<file path="src/hdl/ls_pkg.sv">
// Shared types and constants for the linear symbol table.
// Used by every module of the block but ls_ram; depends on nothing.
`default_nettype none

package ls_pkg;

    localparam int TABLE_DEPTH = 32;
    localparam int IDX_W = (TABLE_DEPTH > 1) ? $clog2(TABLE_DEPTH) : 1;
    localparam int CNT_W = $clog2(TABLE_DEPTH + 1);
    localparam int CMP_W = CNT_W + 1;
    localparam int OCC_W = 6;
    localparam int KEY_W = 256;
    localparam int KIND_W = 128;
    localparam int SIZE_W = 32;

    typedef enum logic [1:0] {
        OP_INSERT  = 2'd0,
        OP_SEARCH  = 2'd1,
        OP_DISPLAY = 2'd2,
        OP_DELETE  = 2'd3
    } t_op;

    typedef enum logic [2:0] {
        ST_INSERTED = 3'd0,
        ST_FULL     = 3'd1,
        ST_FOUND    = 3'd2,
        ST_MISSING  = 3'd3,
        ST_DELETED  = 3'd4,
        ST_LISTED   = 3'd5,
        ST_EMPTY    = 3'd6
    } t_status;

    typedef struct packed {
        logic        [KEY_W-1:0]  key;
        logic        [KIND_W-1:0] kind;
        logic signed [SIZE_W-1:0] size;
    } t_entry;

    localparam int ENTRY_W = $bits(t_entry);

    typedef struct packed {
        logic             we;
        logic [IDX_W-1:0] waddr;
        t_entry           wdata;
        logic             re;
        logic [IDX_W-1:0] raddr;
    } t_mem_req;

    // Low bits of the entry count as reported on the result port.
    function automatic logic [OCC_W-1:0] occ_of(input logic [CNT_W-1:0] cnt);
        logic [CNT_W+OCC_W-1:0] wide;
        wide = {{OCC_W{1'b0}}, cnt};
        return wide[OCC_W-1:0];
    endfunction

endpackage

`default_nettype wire

</file>
<file path="src/hdl/ls_match.sv">
// Shared name comparator: the searched key against the entry at the RAM output.
// Depends on ls_pkg.
`default_nettype none

module ls_match
    import ls_pkg::*;
(
    input  wire logic [KEY_W-1:0] i_key,
    input  wire logic [KEY_W-1:0] i_ent_key,
    output logic                  o_hit
);

    // The whole name takes part, bytes after a zero byte included.
    assign o_hit = (i_key == i_ent_key);

endmodule

`default_nettype wire

</file>
<file path="config.mk">
export PLATFORM = sky130hd
export DESIGN_NAME = ls_match
export DESIGN_NICKNAME = d
export VERILOG_FILES = /design/src/hdl/ls_pkg.sv /design/src/hdl/ls_match.sv
export SDC_FILE = /design/constraint.sdc
export NUM_CORES = 1
export LEC_CHECK = 0
export BUFFER_PORTS_ARGS = -buffer_cell sky130_fd_sc_hd__buf_4
export CAP_MARGIN = 10
export CORE_AREA = 2 2 200 202
export DETAILED_ROUTE_END_ITERATION = 10
export DIE_AREA = 0 0 202 204
export REMOVE_ABC_BUFFERS = 1
export SLEW_MARGIN = 20
export SYNTH_ARGS = -nofsm -noshare
export SYNTH_HDL_FRONTEND = slang
export SYNTH_SLANG_ARGS = --single-unit
</file>
<file path="constraint.sdc">
create_clock -name vclk -period 1.05
set_input_delay 0.0525 -clock vclk [all_inputs]
set_output_delay 0.0525 -clock vclk [all_outputs]
set_load 0.01 [all_outputs]
</file>
==> impl_metrics.csv <==
group,metric,value,unit
pwr,powerDensity,380,nW/um^2
pwr,power_frac_comb,1.000,
cells_and_area,final.fill_count,4372,
sta,grt_setup_unrepaired,"true",
pwr,swShare,0.321,
floorplanning,initial_core_util,0.0711,
place,gp_congestion,0.871,
place,dp_cells,1393,
place,portBuffers,513,
sta,fin_hold_ws,0.760,ns
yosys,syn_area,2790,sq um
floorplanning,die_area,41200,sq um
floorplanning,core_area,39200,sq um
cells_and_area,insertedDiodeCount,0,
cells_and_area,final_cells,1393,
yosys,synth.distinct_cells,4,
routing,wl,17.8,mm
yosys,synthXorXnorAreaFrac,0.805,
cells_and_area,finalNetCount,1382,
run_status,status,"finished, violations left",
sta,finalCritPeriodShare,1.78,
worst_setup_path,crit_path_start_kind,"input port",
global_routing,antenna_found_initial,0,
floorplanning,die_y,204,um
yosys,yosysSeqAreaShare,0,
sta,setup_ws,-0.816,ns
cells_and_area,synthToLayoutAreaGrowth,172,%
sta,drv_slew,0,
worst_setup_path,cp.arrival,1.81,ns
floorplanning,fp-row-count,73,
pwr,leakage,0.00319,uW
sta,clock.fmax,0.536,GHz
yosys,synthSimpleGateAreaFrac,0.195,
hold_path,hold_end,"o_hit",
pwr,peakVddDrop,0.126,mV
clock_tree,ctsHoldBuffers,0,
pwr,netSwitchingPower,921,uW
sta,period_needed,1.87,ns
hold_path,min_from,"i_key[174]",
floorplanning,die_w,202,um
worst_setup_path,criticalPathCategory,"in2out",
yosys,synth-compound-area-share,0,
global_routing,grt_util_all_layers,0.0766,
routing,ant_nets,0,
run,max_cap_violations,0,
run_status,violations,"negative setup slack",
yosys,synth_top_family_by_area,"XOR/XNOR gates",
sta,maxSlewHeadroom,0.757,
routing,routed_via_density,3.20,
cells_and_area,fin_area,7570,sq um
yosys,yosysWarnings,0,
routing,first_pass_iters,4,
cells_and_area,n_sequential_cell,0,
worst_setup_path,cp_max_fo,1,
sta,tns,-0.816,ns
hold_path,holdPathStages,8,
routing,vias,4462,
worst_setup_path,cp-end-kind,"output port",
cells_and_area,nClkBuffers,0,
place,post-dp-hpwl,17.0,mm
worst_setup_path,cp_common_cell,"buf_4",
worst_setup_path,critPathRequiredTime,1.00,ns
sta,tightestPinTransition,0.361,ns
yosys,syn_inst,341,
hold_path,hp-class,"in2out",
clock_tree,postCtsSetupBuffers,0,
pwr,sequentialPowerShare,0,
yosys,synth_mux_area_frac,0,
global_routing,gr-total-overflow,0,
place,placed_area,7400,sq um
pwr,clockPowerShare,0,
routing,drc,0,
pwr,p_int,1950,uW
cells_and_area,seq_area,0,sq um
routing,drtIter0Drc,125,
floorplanning,ios,513,
worst_setup_path,crit_path_max_incr_delay,0.41,ns
yosys,synth_fa_ha_area_frac,0,
yosys,avgSynthCellArea,8.17,sq um
pwr,total_power,2870,uW
global_routing,grt_max_degree,2,
routing,route.detailed.wl_per_inst,12.8,um
sta,hold_viol,0,
cells_and_area,post_route_cells_drive_above_1_share,0.624,
global_routing,grt_pass1_vias,4648,
global_routing,grt_pass1_wl,24.5,mm
sta,setup_viol,1,
worst_setup_path,cp_slowest_cell,"nor4_4",
worst_setup_path,cp_cell_sequence,"buf_4, xnor2_1, nand4_1, nor4_1, buf_4, nand4_1, nor4_4, buf_4",
## power by group through the flow
stage	logic, uW	registers (uW)	clock network, uW
global route	3080	0	0
global placement	2780	0	0
finish	2870	0	0
floorplan	935	0	0
CTS	2890	0	0
detailed placement	2820	0	0
## area by class of cell
cell class                      count  area (sq um)  share of cell area
Timing Repair Buffer              527          3980               0.526
Multi-Input combinational cell    341          2930               0.387
Tap cell                          525           657              0.0868
## stage by stage
step                 util  setup WS [ns]
floorplan               -        -0.0457
global placement    0.189          -1.41
detailed placement  0.189          -1.37
CTS                 0.192         -0.871
global route        0.193         -0.920
finish              0.193         -0.816
## worst max-delay path by stage
| stage | start | end | slack (ns) | cells after the start |
|---|---|---|---|---|
| after floorplan | i_ent_key[100] | o_hit | -0.05 | 5 |
| after global placement | i_ent_key[70] | o_hit | -1.41 | 8 |
| after detailed placement | i_ent_key[70] | o_hit | -1.37 | 8 |
| after CTS | i_key[85] | o_hit | -0.87 | 7 |
| after global routing | i_ent_key[252] | o_hit | -0.92 | 8 |
| final | i_ent_key[189] | o_hit | -0.82 | 8 |
## kinds of logic after synthesis
kind of cell,Yosys count
xor+xnor,256
simple gates,85
## routing by layer
layer / wire [um] / track usage / vias to the layer above / share of wire
li1: - / - / 2247 / -
met5: 0 / 0 / - / 0
met3: 1470 / 0.0108 / 8 / 0.082
met4: 250 / 0.00998 / 0 / 0.014
met2: 9960 / 0.159 / 288 / 0.56
met1: 6170 / 0.0819 / 1919 / 0.35
## Yosys cell counts
library cell / number / share of area
xnor2_1: 256 / 0.80
nand4_1: 68 / 0.15
nor4_2: 2 / 0.0090
nor4_1: 15 / 0.034
## worst max-delay path: cells and delay by family
kind / cells / cell delay (ns)
buffers and inverters: 3 / 0.47
xor gates and xnor gates: 1 / 0.16
and+or+nand+nor: 4 / 1.12
## cell usage in the layout, fill, tap and decap left out, drive strengths merged
cell type / n
nand4: 68
xnor2: 256
buf: 527
nor4: 17
## what timing repair did
| item | in CTS | in global routing |
|---|---|---|
| pin swaps | 13 | 3 |
| endpoints found under the setup margin | 1 | 1 |
| resized for setup | 21 | 3 |
(Power assumes the default switching activity.)
