===== config.mk =====
export PLATFORM = sky130hd
export DESIGN_NAME = ls_ram
export DESIGN_NICKNAME = d
export VERILOG_FILES = /design/src/hdl/ls_ram.sv
export SDC_FILE = /design/constraint.sdc
export NUM_CORES = 1
export LEC_CHECK = 0
export BUFFER_PORTS_ARGS = -buffer_cell sky130_fd_sc_hd__clkbuf_2
export CAP_MARGIN = 20
export CORE_UTILIZATION = 37
export DETAILED_ROUTE_END_ITERATION = 8
export PLACE_DENSITY_LB_ADDON = 0.25
export SYNTH_ARGS = -nofsm -noshare
export SYNTH_HDL_FRONTEND = slang
export SYNTH_SLANG_ARGS = --single-unit

===== constraint.sdc =====
create_clock -name i_clk -period 3 [get_ports i_clk]
set_clock_uncertainty 0.1 [all_clocks]
set_input_delay 0.6 -clock i_clk [delete_from_list [all_inputs] [get_ports i_clk]]
set_output_delay 0.6 -clock i_clk [all_outputs]
set_load 0.01 [all_outputs]

===== src/hdl/ls_ram.sv =====
// Generic simple dual-port RAM: one write port, one read port, registered read.
// Stand-alone; no package dependency.
`default_nettype none

module ls_ram #(
    parameter int WIDTH = 8,
    parameter int DEPTH = 16
) (
    input  wire logic                                           i_clk,
    input  wire logic                                           i_we,
    input  wire logic [((DEPTH > 1) ? $clog2(DEPTH) : 1)-1:0] i_waddr,
    input  wire logic [WIDTH-1:0]                               i_wdata,
    input  wire logic                                           i_re,
    input  wire logic [((DEPTH > 1) ? $clog2(DEPTH) : 1)-1:0] i_raddr,
    output logic      [WIDTH-1:0]                               o_rdata
);

    logic [WIDTH-1:0] r_mem [DEPTH];

    always_ff @(posedge i_clk) begin
        if (i_we) begin
            r_mem[i_waddr] <= i_wdata;
        end
        if (i_re) begin
            o_rdata <= r_mem[i_raddr];
        end
    end

endmodule

`default_nettype wire


==> flow_summary.json <==
{
  "postRouteWirelength_um": 9942,
  "report.final.slew_viol_count": 0,
  "instances_no_fill": 476,
  "netlist_instances": 229,
  "synth_nets": 248,
  "post_layout_min_period_ns": 1.934,
  "worst_skew_pair.late_latency_ns": 0.41,
  "p_int_w": 0.003433,
  "gpl.final_weighted_congestion": 0.7652,
  "total_switching_power_w": 0.0008628,
  "route.detailed.drc": 0,
  "final.setup.tns_ns": 0,
  "first_global_vias": 2509,
  "clock_sink_count": 136,
  "grt_use_total": 0.1517,
  "die_y_um": 120.9,
  "combinationalPowerShare": 0.046,
  "critical_path.startpoint": "i_raddr[0]",
  "number_of_antenna_violations_at_the_first_check_in_global_routing": 0,
  "clkSlewWorstSetupHoldPaths_ns": 0.05,
  "worstHoldPathType": "input port to flop",
  "num_vias": 2410,
  "sw_frac_of_total": 0.2008,
  "synthTopCellsByArea": "sky130_fd_sc_hd__edfxtp_1 (78%), sky130_fd_sc_hd__mux4_2 (7.8%), sky130_fd_sc_hd__mux4_1 (7.0%), sky130_fd_sc_hd__a22oi_1 (2.3%), sky130_fd_sc_hd__nor2_1 (0.93%)",
  "crit_required_ns": 3.05,
  "cts.htree.levels": 4,
  "pin_count": 27,
  "core_area_sq_um": 13830,
  "yosys_warnings": 0,
  "run_status": "complete, no violations",
  "fin_nets": 302,
  "drt-wirelength-per-cell_um": 20.89,
  "placed_cells_incl_taps": 444,
  "grt_start_max_net_pins": 33,
  "tritoncts": "built",
  "finish.utilization": 0.4495,
  "fmaxAchievable_mhz": 517.0,
  "part_of_the_yosys_area_used_for_sequential_elements": 0.7812,
  "drt_iter0_markers": 179,
  "final_setup_viols": 0,
  "hold_start": "i_re",
  "timing.critical_path.to_type": "flop",
  "nFillCells": 1172,
  "layout.area.seq_sq_um": 4084,
  "cellPowerDensity_nw_per_um2": 691.3,
  "drive_above_1_share": 0.3176,
  "grt_setup_unrepaired": "false",
  "multiInputGateArea_sq_um": 1057,
  "worst-setup-path-type": "input port to flop",
  "hpwl_um": 6661,
  "arrival_ns": 1.99,
  "fin_crit_sh": 0.6447,
  "max_cap_violations": 0,
  "timing.final.hold_violations": 0,
  "synth.ff_latch_count": 136,
  "drt_pass1_iterations": 4,
  "die-area_sq_um": 14610,
  "synth_top_area_share": 0.7812,
  "timing_worst_slew_pin_value_ns": 0.7137,
  "post_cts_resize_count": 0,
  "die_width_um": 120.9,
  "power_frac_clock": 0.453,
  "total_power_consumption_w": 0.004296,
  "grt_first_pass_wirelength_um": 15150,
  "share_seq_of_total_power": 0.501,
  "yosys.area.top_type": "sky130_fd_sc_hd__edfxtp_1",
  "syn_area_per_cell_sq_um": 22.83,
  "cp_max_fo": 32,
  "postCtsSetupRepairBufs": 0,
  "placementRows": 43,
  "slew_headroom": 0.5232,
  "regToRegStartpoint": "r_mem[6][0]$_DFFE_PP_",
  "antenna_left": 0,
  "cts_root_buffer": "sky130_fd_sc_hd__clkbuf_16",
  "timing.critical_path.from_type": "input port",
  "initial_util": 0.3781,
  "cts_hold_buf": 0,
  "n_antenna_cell": 0,
  "setup.reg_to_reg.worst_slack_ns": 1.34,
  "synth_area_sq_um": 5228,
  "yosys.cell_types.count": 18,
  "vdd_drop_max_mv": 0.6274,
  "post_drt_via_cell_ratio": 5.063,
  "power.static_leakage_nw": 2.092,
  "area.growth.synth_to_final_pct": 18.88,
  "io_buffer_count": 26,
  "numCtsBuffers": 17,
  "globalRouteOverflowTotal": 0,
  "cts_max_path_buffers": 2
}
## path summary, 6_finish.rpt
check,endpoint,cells after the start
worst min-delay path,o_rdata[2]$_DFFE_PP_,1
worst min register to register,o_rdata[5]$_DFFE_PP_,3
worst max register to register,o_rdata[0]$_DFFE_PP_,3
worst max-delay path,o_rdata[0]$_DFFE_PP_,5
## power by group through the flow
stage               Clock (W)  Sequential, W  Combinational, W
floorplan                   0        0.00219          0.000108
global placement            0        0.00219          0.000201
detailed placement          0        0.00219          0.000203
CTS                   0.00198        0.00215          0.000203
global route          0.00206        0.00215          0.000217
finish                0.00194        0.00215          0.000199
## kinds of logic after synthesis
logic type | after synthesis | synth area share
DFF | 136 | 0.7812
and+or+nand+nor | 35 | 0.03136
muxes | 32 | 0.1479
AOI/OAI and AO/OA | 16 | 0.02298
buffers and inverters | 10 | 0.01651
## placed cells by master (no fill, tap or decap), drive strengths merged, types with 2 or more instances in the layout
| cell type | Yosys | routed |
|---|---|---|
| edfxtp | 136 | 136 |
| clkbuf | 0 | 44 |
| mux4 | 32 | 32 |
| buf | 7 | 19 |
| a22oi | 16 | 16 |
| nor2 | 13 | 13 |
| nand2 | 9 | 9 |
| clkinv | 0 | 9 |
| nor3 | 4 | 4 |
| clkinvlp | 0 | 3 |
| nand3b | 2 | 2 |
| nand2b | 2 | 2 |
| bufinv | 0 | 2 |
## worst max-delay path: stages
cell                       delay [ns]
sky130_fd_sc_hd__clkbuf_2        0.10
sky130_fd_sc_hd__buf_12          0.25
sky130_fd_sc_hd__mux4_1          0.69
sky130_fd_sc_hd__a22oi_1         0.25
sky130_fd_sc_hd__nand2_1         0.09
## layout make-up
class,instances,area share
Sequential cell,136,0.6571
Multi-Input combinational cell,83,0.1701
Clock buffer,18,0.06906
Timing Repair Buffer,45,0.04590
Tap cell,180,0.03624
Clock inverter,14,0.02154
## sequential cells by signal (all words and copies together), names as in the netlist
signal   cells
r_mem      128
o_rdata      8
## metrics by stage
| stage | hold WS (ns) | setup WS (ns) | instance area, sq um |
|---|---|---|---|
| floorplan | 0.5989 | 0.8071 | 5228 |
| global placement | 0.6396 | 0.6200 | 5652 |
| detailed placement | 0.6477 | 0.6241 | 5652 |
| CTS | 0.4838 | 1.063 | 6215 |
| global route | 0.5002 | 0.9953 | 6215 |
| finish | 0.4969 | 1.066 | 6215 |
## cells in the mapped netlist
| master | count |
|---|---|
| sky130_fd_sc_hd__edfxtp_1 | 136 |
| sky130_fd_sc_hd__mux4_2 | 18 |
| sky130_fd_sc_hd__a22oi_1 | 16 |
| sky130_fd_sc_hd__mux4_1 | 14 |
| sky130_fd_sc_hd__nor2_1 | 13 |
| sky130_fd_sc_hd__nand2_1 | 9 |
| sky130_fd_sc_hd__nor3_1 | 4 |
| sky130_fd_sc_hd__buf_2 | 3 |
| sky130_fd_sc_hd__buf_6 | 3 |
| sky130_fd_sc_hd__clkdlybuf4s25_2 | 3 |
| sky130_fd_sc_hd__nand2b_1 | 2 |
| sky130_fd_sc_hd__nand3b_1 | 2 |
| sky130_fd_sc_hd__and2_1 | 1 |
| sky130_fd_sc_hd__and2b_1 | 1 |
| sky130_fd_sc_hd__buf_4 | 1 |
| sky130_fd_sc_hd__nand3_1 | 1 |
| sky130_fd_sc_hd__nor2b_1 | 1 |
| sky130_fd_sc_hd__or3b_2 | 1 |
## routing by layer
layer,up-vias,GRT usage,wire [um]
met3,9,0.04699,637
met2,83,0.2364,4877
met4,0,0.05093,80
met1,1232,0.2023,4346
met5,-,0,0
li1,1086,-,-
(Power assumes the default switching activity.)
