--- src/hdl/ls_pkg.sv ---
// Shared types and constants for the linear symbol table.
// Used by every module of the block but ls_ram; depends on nothing.
`default_nettype none

package ls_pkg;

    localparam int TABLE_DEPTH = 32;
    localparam int IDX_W = (TABLE_DEPTH > 1) ? $clog2(TABLE_DEPTH) : 1;
    localparam int CNT_W = $clog2(TABLE_DEPTH + 1);
    localparam int CMP_W = CNT_W + 1;
    localparam int OCC_W = 6;
    localparam int KEY_W = 256;
    localparam int KIND_W = 128;
    localparam int SIZE_W = 32;

    typedef enum logic [1:0] {
        OP_INSERT  = 2'd0,
        OP_SEARCH  = 2'd1,
        OP_DISPLAY = 2'd2,
        OP_DELETE  = 2'd3
    } t_op;

    typedef enum logic [2:0] {
        ST_INSERTED = 3'd0,
        ST_FULL     = 3'd1,
        ST_FOUND    = 3'd2,
        ST_MISSING  = 3'd3,
        ST_DELETED  = 3'd4,
        ST_LISTED   = 3'd5,
        ST_EMPTY    = 3'd6
    } t_status;

    typedef struct packed {
        logic        [KEY_W-1:0]  key;
        logic        [KIND_W-1:0] kind;
        logic signed [SIZE_W-1:0] size;
    } t_entry;

    localparam int ENTRY_W = $bits(t_entry);

    typedef struct packed {
        logic             we;
        logic [IDX_W-1:0] waddr;
        t_entry           wdata;
        logic             re;
        logic [IDX_W-1:0] raddr;
    } t_mem_req;

    // Low bits of the entry count as reported on the result port.
    function automatic logic [OCC_W-1:0] occ_of(input logic [CNT_W-1:0] cnt);
        logic [CNT_W+OCC_W-1:0] wide;
        wide = {{OCC_W{1'b0}}, cnt};
        return wide[OCC_W-1:0];
    endfunction

endpackage

`default_nettype wire

--- src/hdl/ls_ctrl.sv ---
// Symbol table sequencer: walks the entry RAM one entry a cycle (a display
// only while no result is held) and holds the result register. Depends on ls_pkg.
`default_nettype none

module ls_ctrl
    import ls_pkg::*;
(
    input  wire logic       i_clk,
    input  wire logic       i_rst_n,
    input  wire logic       i_valid,
    output logic            o_stall,
    input  wire t_op        i_op,
    input  wire t_entry     i_ent,
    input  wire logic       i_hit,
    input  wire t_entry     i_rd_ent,
    output t_mem_req        o_req,
    output logic [KEY_W-1:0] o_key,
    output logic            o_valid,
    input  wire logic       i_stall,
    output t_status         o_status,
    output t_entry          o_ent,
    output logic [OCC_W-1:0] o_occupancy,
    output logic            o_last
);

    typedef enum logic [2:0] {
        S_IDLE,
        S_SCAN,
        S_SHIFT,
        S_DISP,
        S_EMIT
    } t_state;

    t_state           r_state;
    t_op              r_op;
    t_status          r_status;
    logic             r_use_ent;
    logic [IDX_W-1:0] r_j;
    logic [CNT_W-1:0] r_count;

    logic             accept;
    logic             out_free;
    logic             emit;
    logic             full;
    logic             empty;
    logic             more1;
    logic             more2;
    logic [IDX_W-1:0] next_j;

    assign accept   = i_valid && (r_state == S_IDLE);
    assign o_stall  = (r_state != S_IDLE);
    assign out_free = !o_valid || !i_stall;
    assign emit     = out_free && ((r_state == S_DISP) || (r_state == S_EMIT));
    assign full     = (r_count >= CNT_W'(TABLE_DEPTH));
    assign empty    = (r_count == '0);
    assign next_j   = r_j + IDX_W'(1);
    // Whether entries r_j+1 and r_j+2 lie inside the table.
    assign more1    = (CMP_W'(r_j) + CMP_W'(1)) < CMP_W'(r_count);
    assign more2    = (CMP_W'(r_j) + CMP_W'(2)) < CMP_W'(r_count);

    always_comb begin
        o_req = '0;
        case (r_state)
            S_IDLE: begin
                if (accept) begin
                    if (i_op == OP_INSERT) begin
                        o_req.we    = !full;
                        o_req.waddr = r_count[IDX_W-1:0];
                        o_req.wdata = i_ent;
                    end else begin
                        o_req.re    = 1'b1;
                        o_req.raddr = '0;
                    end
                end
            end
            S_SCAN: begin
                // On a delete hit the next entry, if any, is fetched to start the shift.
                o_req.re    = more1 && (!i_hit || (r_op == OP_DELETE));
                o_req.raddr = next_j;
            end
            S_SHIFT: begin
                o_req.we    = 1'b1;
                o_req.waddr = r_j;
                o_req.wdata = i_rd_ent;
                o_req.re    = more2;
                o_req.raddr = r_j + IDX_W'(2);
            end
            S_DISP: begin
                o_req.re    = out_free && more1;
                o_req.raddr = next_j;
            end
            default: begin
                o_req = '0;
            end
        endcase
    end

    always_ff @(posedge i_clk) begin
        if (!i_rst_n) begin
            r_state <= S_IDLE;
            r_count <= '0;
            o_valid <= 1'b0;
        end else begin
            if (o_valid && !i_stall && !emit) begin
                o_valid <= 1'b0;
            end
            case (r_state)
                S_IDLE: begin
                    if (accept) begin
                        r_op      <= i_op;
                        o_key     <= i_ent.key;
                        r_j       <= '0;
                        r_use_ent <= 1'b0;
                        case (i_op)
                            OP_INSERT: begin
                                if (full) begin
                                    r_status <= ST_FULL;
                                end else begin
                                    r_status <= ST_INSERTED;
                                    r_count  <= r_count + CNT_W'(1);
                                end
                                r_state <= S_EMIT;
                            end
                            OP_DISPLAY: begin
                                r_status <= ST_EMPTY;
                                r_state  <= empty ? S_EMIT : S_DISP;
                            end
                            default: begin
                                r_status <= ST_MISSING;
                                r_state  <= empty ? S_EMIT : S_SCAN;
                            end
                        endcase
                    end
                end
                S_SCAN: begin
                    if (i_hit) begin
                        if (r_op == OP_DELETE) begin
                            if (more1) begin
                                r_state <= S_SHIFT;
                            end else begin
                                r_count  <= r_count - CNT_W'(1);
                                r_status <= ST_DELETED;
                                r_state  <= S_EMIT;
                            end
                        end else begin
                            r_status  <= ST_FOUND;
                            r_use_ent <= 1'b1;
                            r_state   <= S_EMIT;
                        end
                    end else if (more1) begin
                        r_j <= next_j;
                    end else begin
                        r_status <= ST_MISSING;
                        r_state  <= S_EMIT;
                    end
                end
                S_SHIFT: begin
                    if (more2) begin
                        r_j <= next_j;
                    end else begin
                        r_count  <= r_count - CNT_W'(1);
                        r_status <= ST_DELETED;
                        r_state  <= S_EMIT;
                    end
                end
                S_DISP: begin
                    if (out_free) begin
                        o_valid     <= 1'b1;
                        o_status    <= ST_LISTED;
                        o_ent       <= i_rd_ent;
                        o_occupancy <= occ_of(r_count);
                        o_last      <= !more1;
                        if (more1) begin
                            r_j <= next_j;
                        end else begin
                            r_state <= S_IDLE;
                        end
                    end
                end
                S_EMIT: begin
                    if (out_free) begin
                        o_valid     <= 1'b1;
                        o_status    <= r_status;
                        o_ent       <= r_use_ent ? i_rd_ent : '0;
                        o_occupancy <= occ_of(r_count);
                        o_last      <= 1'b1;
                        r_state     <= S_IDLE;
                    end
                end
                default: begin
                    r_state <= S_IDLE;
                end
            endcase
        end
    end

endmodule

`default_nettype wire

--- config.mk ---
export PLATFORM = sky130hd
export DESIGN_NAME = ls_ctrl
export DESIGN_NICKNAME = d
export VERILOG_FILES = /design/src/hdl/ls_pkg.sv /design/src/hdl/ls_ctrl.sv
export SDC_FILE = /design/constraint.sdc
export NUM_CORES = 1
export LEC_CHECK = 0
export ABC_AREA = 1
export BUFFER_PORTS_ARGS = -buffer_cell sky130_fd_sc_hd__buf_2
export CAP_MARGIN = 10
export CORE_AREA = 2 2 764 766
export CTS_CLUSTER_DIAMETER = 100
export DETAILED_ROUTE_END_ITERATION = 7
export DIE_AREA = 0 0 766 768
export SYNTH_ARGS = -nofsm -noshare
export SYNTH_HDL_FRONTEND = slang
export SYNTH_SLANG_ARGS = --single-unit
--- constraint.sdc ---
create_clock -name i_clk -period 54.1 [get_ports i_clk]
set_clock_uncertainty 0.2 [all_clocks]
set_input_delay 2.705 -clock i_clk [delete_from_list [all_inputs] [get_ports i_clk]]
set_output_delay 2.705 -clock i_clk [all_outputs]
set_load 0.05 [all_outputs]
==> out/summary.md <==
Initial standard-cell utilization of the core: 5.25%. The overall routing resource usage is 16.8%. TritonCTS built the clock tree. The detailed-placement wirelength estimate is 465 mm, and the die footprint is 0.588 sq mm. The run gives 0.580 sq mm as the core region area. The first TritonRoute pass finished after 6 iterations. In the final routed layout, each cell accounts on average for 40.5 microns.

The logs give 0 for the total of endpoints with negative setup slack in the final report and 0.0210 sq mm for the sequential cell area. Of all flip-flops after synthesis, the portion carrying an async set or reset was 0%. The horizontal die dimension was 766 microns. The worst setup path is of the in -> out kind. The run gives 4 as the number of buffers on the longest clock path.

For the number of cells in the finished layout apart from fillers, the log shows 12.7k. The checks that failed: max-capacitance violations, max-slew violations. Of all nets on the critical path, the largest fanout is 80. The maximum number of pins on one net before global-route repair was 123. Leaving out fill and tap cells, the most frequent cell in the layout is sky130_fd_sc_hd__buf_2. In this run, placement finished with an instance count of 12.4k.

The post-synthesis area per instance is 10.9 sq um, and the count of maximum capacitance violations is 1. In this run the critical register-to-register path is captured at o_key[8]. Most instantiated flip-flop cell in the synthesis netlist: sky130_fd_sc_hd__edfxtp_1. The number of hold-slack violations in the final timing report came out at 0. At the end of the flow, the number of nets in the layout was 5623. The footprint of the multi-input gates was 0.00689 sq mm. For the later-pin clock latency in the skew report, the log shows 890 ps. Cells with a size suffix above 1 make up 46.2% of the layout.

The largest single stage delay on the critical path is 960 ps. The signal on the critical path passes through buf_2 > or2_1 > buf_4 > inv_8 > buf_4 > buf_4 > buf_4 > nand3_1 > o21ai_0 > buf_2. Using the TritonRoute via totals, the vias-per-cell ratio works out to 2.75.

The count of unique library cells instantiated by Yosys came out at 33. Summed over all layers, the global routing overflow is 0. Summed over all cells, the static leakage comes to 21.7 nW. Most frequent cell on the critical path: sky130_fd_sc_hd__buf_4. The most critical setup path has its startpoint at i_op[1]. The tools report the combined area of all synthesized cells as 0.0305 sq mm. The logs give 48410 ps for the reg2reg setup slack and 516 mm for the total length of routed wires. The data required time at the worst endpoint was 51190 ps; the flop and latch count out of synthesis was 703. The sequential cell area fraction in the yosys report is 69.0%. The endpoint kind of the worst setup timing path is an output port. In the final timing run, aggregate negative setup slack is 0 ps.

The flow ran to the end, but the final reports show violations. The worst-case vdd ir drop was 0.0000327 V. Data arrives at the worst endpoint at 7180 ps. For the worst flop-to-flop path, the logic depth is 10.

Counting every net in the synthesized netlist gives 3654. The wire length of the first global-routing pass was 591 mm. Setup repair after global routing left no endpoint under its margin.

In the routed design, unresolved DRC markers number 0. The synthesis-to-layout area growth is 77.7%. Port buffering added 1950 buffers.

Cell type of the slowest stage on the worst timing path: sky130_fd_sc_hd__buf_4. The via count of the first global-routing pass was 32.9k; the headroom to the max-slew limit was -4.48%. The post-synthesis cell count is 2798. For the number of placement rows, the log shows 280. The critical path ends at o_req[351]. 1951 I/O pins were placed.

Once detail routing completed, the nets flagged for antenna violations numbered 0. Yosys printed 0 warnings. The synthesized design contains 693 enable-type register cells.

The kind of launch point of the worst setup path is an input port. The initial antenna violation count is 372, and the number of fill cells in the layout is 67.7k. Routability-driven placement finished with a final weighted congestion of 1.01.

The total power density per cell area works out to 50.0 mW/mm^2. Gates resized during post-CTS repair numbered 0. The root buffer cell chosen for the clock tree is sky130_fd_sc_hd__clkbuf_16.

Derived from the worst setup path, the maximum achievable clock frequency is 99.2 MHz. The H-tree was split into 3 levels. The number of hold buffers added after CTS was 0. The beginning of the worst register-to-register path was r_state[0]. The design area came out at 0.0541 sq mm. For the pin with the worst max-slew slack, the measured transition is 1550 ps. The worst path uses 18.6% of the clock period. The die is 768 microns tall. The path class of the lowest-slack min-delay path is reg -> reg. The final critical path time including I/O delays and setup was 10080 ps.

The detailed router placed 35.1k vias in this run. The number of CTS-inserted buffers was 118. The max-slew violation count came out at 2.

In this run, the number of DRC markers left after iteration 0 of detailed routing was 3914. Clock-pin transition on the worst setup and hold timing paths: 60 ps. Buffers added to address setup during post-CTS repair amount to 0. The top cell types in the final layout, fill and taps aside, are 1950 x sky130_fd_sc_hd__buf_2, 693 x sky130_fd_sc_hd__edfxtp_1, 447 x sky130_fd_sc_hd__inv_1. The run gives 703 as the number of sinks handled by clock tree synthesis.

The tools report the post-placement cell area as 0.0498 sq mm.
state kept, by name, summed over array words and instances, names as in the netlist:
register / count
r_use_ent: 1
o_ent: 416
o_last: 1
r_j: 5
o_status: 3
r_count: 6
o_key: 256
r_op: 2
r_state: 3
o_valid: 1
o_occupancy: 6
r_status: 3
cells by family (layout without fill, tap and decap cells):
logic type	Yosys count	in the layout	synth area share, %
AND/OR/NAND/NOR	970	970	14.0
flip-flops	703	703	69.0
buffers and inverters	644	2708	8.50
AO/OA/AOI/OAI	457	457	7.58
adder cells (fa/ha/maj)	17	17	0.723
XOR/XNOR	7	7	0.201
other	0	127	0
critical path: cells and delay by family:
family / cells / cell delay (ps)
AOI/OAI and AO/OA: 1 / 160
buffers and inverters: 7 / 3560
and+or+nand+nor: 2 / 390
stage by stage:
stage               utilization, %  worst slack (ps)  power [mW]  hold WS, ps
CTS                           9.27             44020        2.76          364
finish                        9.33             44020        2.70          351
global placement              8.54             43850        1.92          348
floorplan                        -             20860        1.40          259
detailed placement            8.59             44040        1.93          335
global route                  9.30             43860        2.79          386
synth_stat cells (2+ instances only):
master	instances	area share, %
sky130_fd_sc_hd__nor4_1	2	0.041
sky130_fd_sc_hd__buf_1	12	0.15
sky130_fd_sc_hd__clkbuf_1	70	0.86
sky130_fd_sc_hd__buf_2	93	1.5
sky130_fd_sc_hd__o211ai_1	2	0.049
sky130_fd_sc_hd__edfxtp_1	693	68
sky130_fd_sc_hd__nand3_1	433	7.1
sky130_fd_sc_hd__nand3_2	3	0.099
sky130_fd_sc_hd__dfxtp_1	10	0.66
sky130_fd_sc_hd__o21ai_1	78	1.3
sky130_fd_sc_hd__buf_6	3	0.11
sky130_fd_sc_hd__a21oi_1	15	0.25
sky130_fd_sc_hd__ha_1	16	0.66
sky130_fd_sc_hd__nor3_1	5	0.082
sky130_fd_sc_hd__buf_4	9	0.22
sky130_fd_sc_hd__nand4_1	2	0.041
sky130_fd_sc_hd__inv_1	448	5.5
sky130_fd_sc_hd__o21ai_0	357	5.9
sky130_fd_sc_hd__inv_2	7	0.086
sky130_fd_sc_hd__xor2_1	4	0.12
sky130_fd_sc_hd__nor2_1	443	5.5
sky130_fd_sc_hd__clkinv_1	2	0.025
sky130_fd_sc_hd__nand2_1	72	0.89
sky130_fd_sc_hd__o32ai_1	4	0.12
sky130_fd_sc_hd__nand2_2	2	0.041
sky130_fd_sc_hd__xnor2_1	3	0.086
sky130_fd_sc_hd__or2_2	2	0.041
sky130_fd_sc_hd__nor2_4	3	0.11
worst min path at each step:
stage | slack [ps] | to | startpoint | cells past startpoint
global route | 390 | o_status[0] | r_status[0] | 1
CTS | 360 | o_status[0] | r_status[0] | 1
finish | 350 | o_status[0] | r_status[0] | 1
floorplan | 260 | o_occupancy[4] | r_count[4] | 0
detailed placement | 340 | o_status[0] | r_status[0] | 1
global placement | 350 | o_status[0] | r_status[0] | 1
cell type report:
class	instances	share of cell area [%]
Clock buffer	131	5.55
Multi-Input combinational cell	1451	12.7
Antenna cell	127	0.587
Sequential cell	703	38.8
Timing Repair Buffer	2036	19.5
Inverter	457	3.20
Clock inverter	84	1.71
Tap cell	7755	17.9
metal layers:
layer | vias up | routed length (microns) | global-route usage (%)
li1 | 13600 | - | -
met1 | 17600 | 207000 | 20.3
met2 | 3042 | 219000 | 25.5
met3 | 797 | 58800 | 7.44
met4 | 56 | 30600 | 7.94
met5 | - | 358 | 0.00812
power breakdown:
part | internal (mW) | leakage [nW] | switching, mW
clock | 0.462 | 1.92 | 0.346
sequential | 0.713 | 6.44 | 0.0327
combinational | 0.158 | 13.4 | 0.990
total | 1.33 | 21.7 | 1.37
Note: power is estimated with default switching activity, not from simulation.
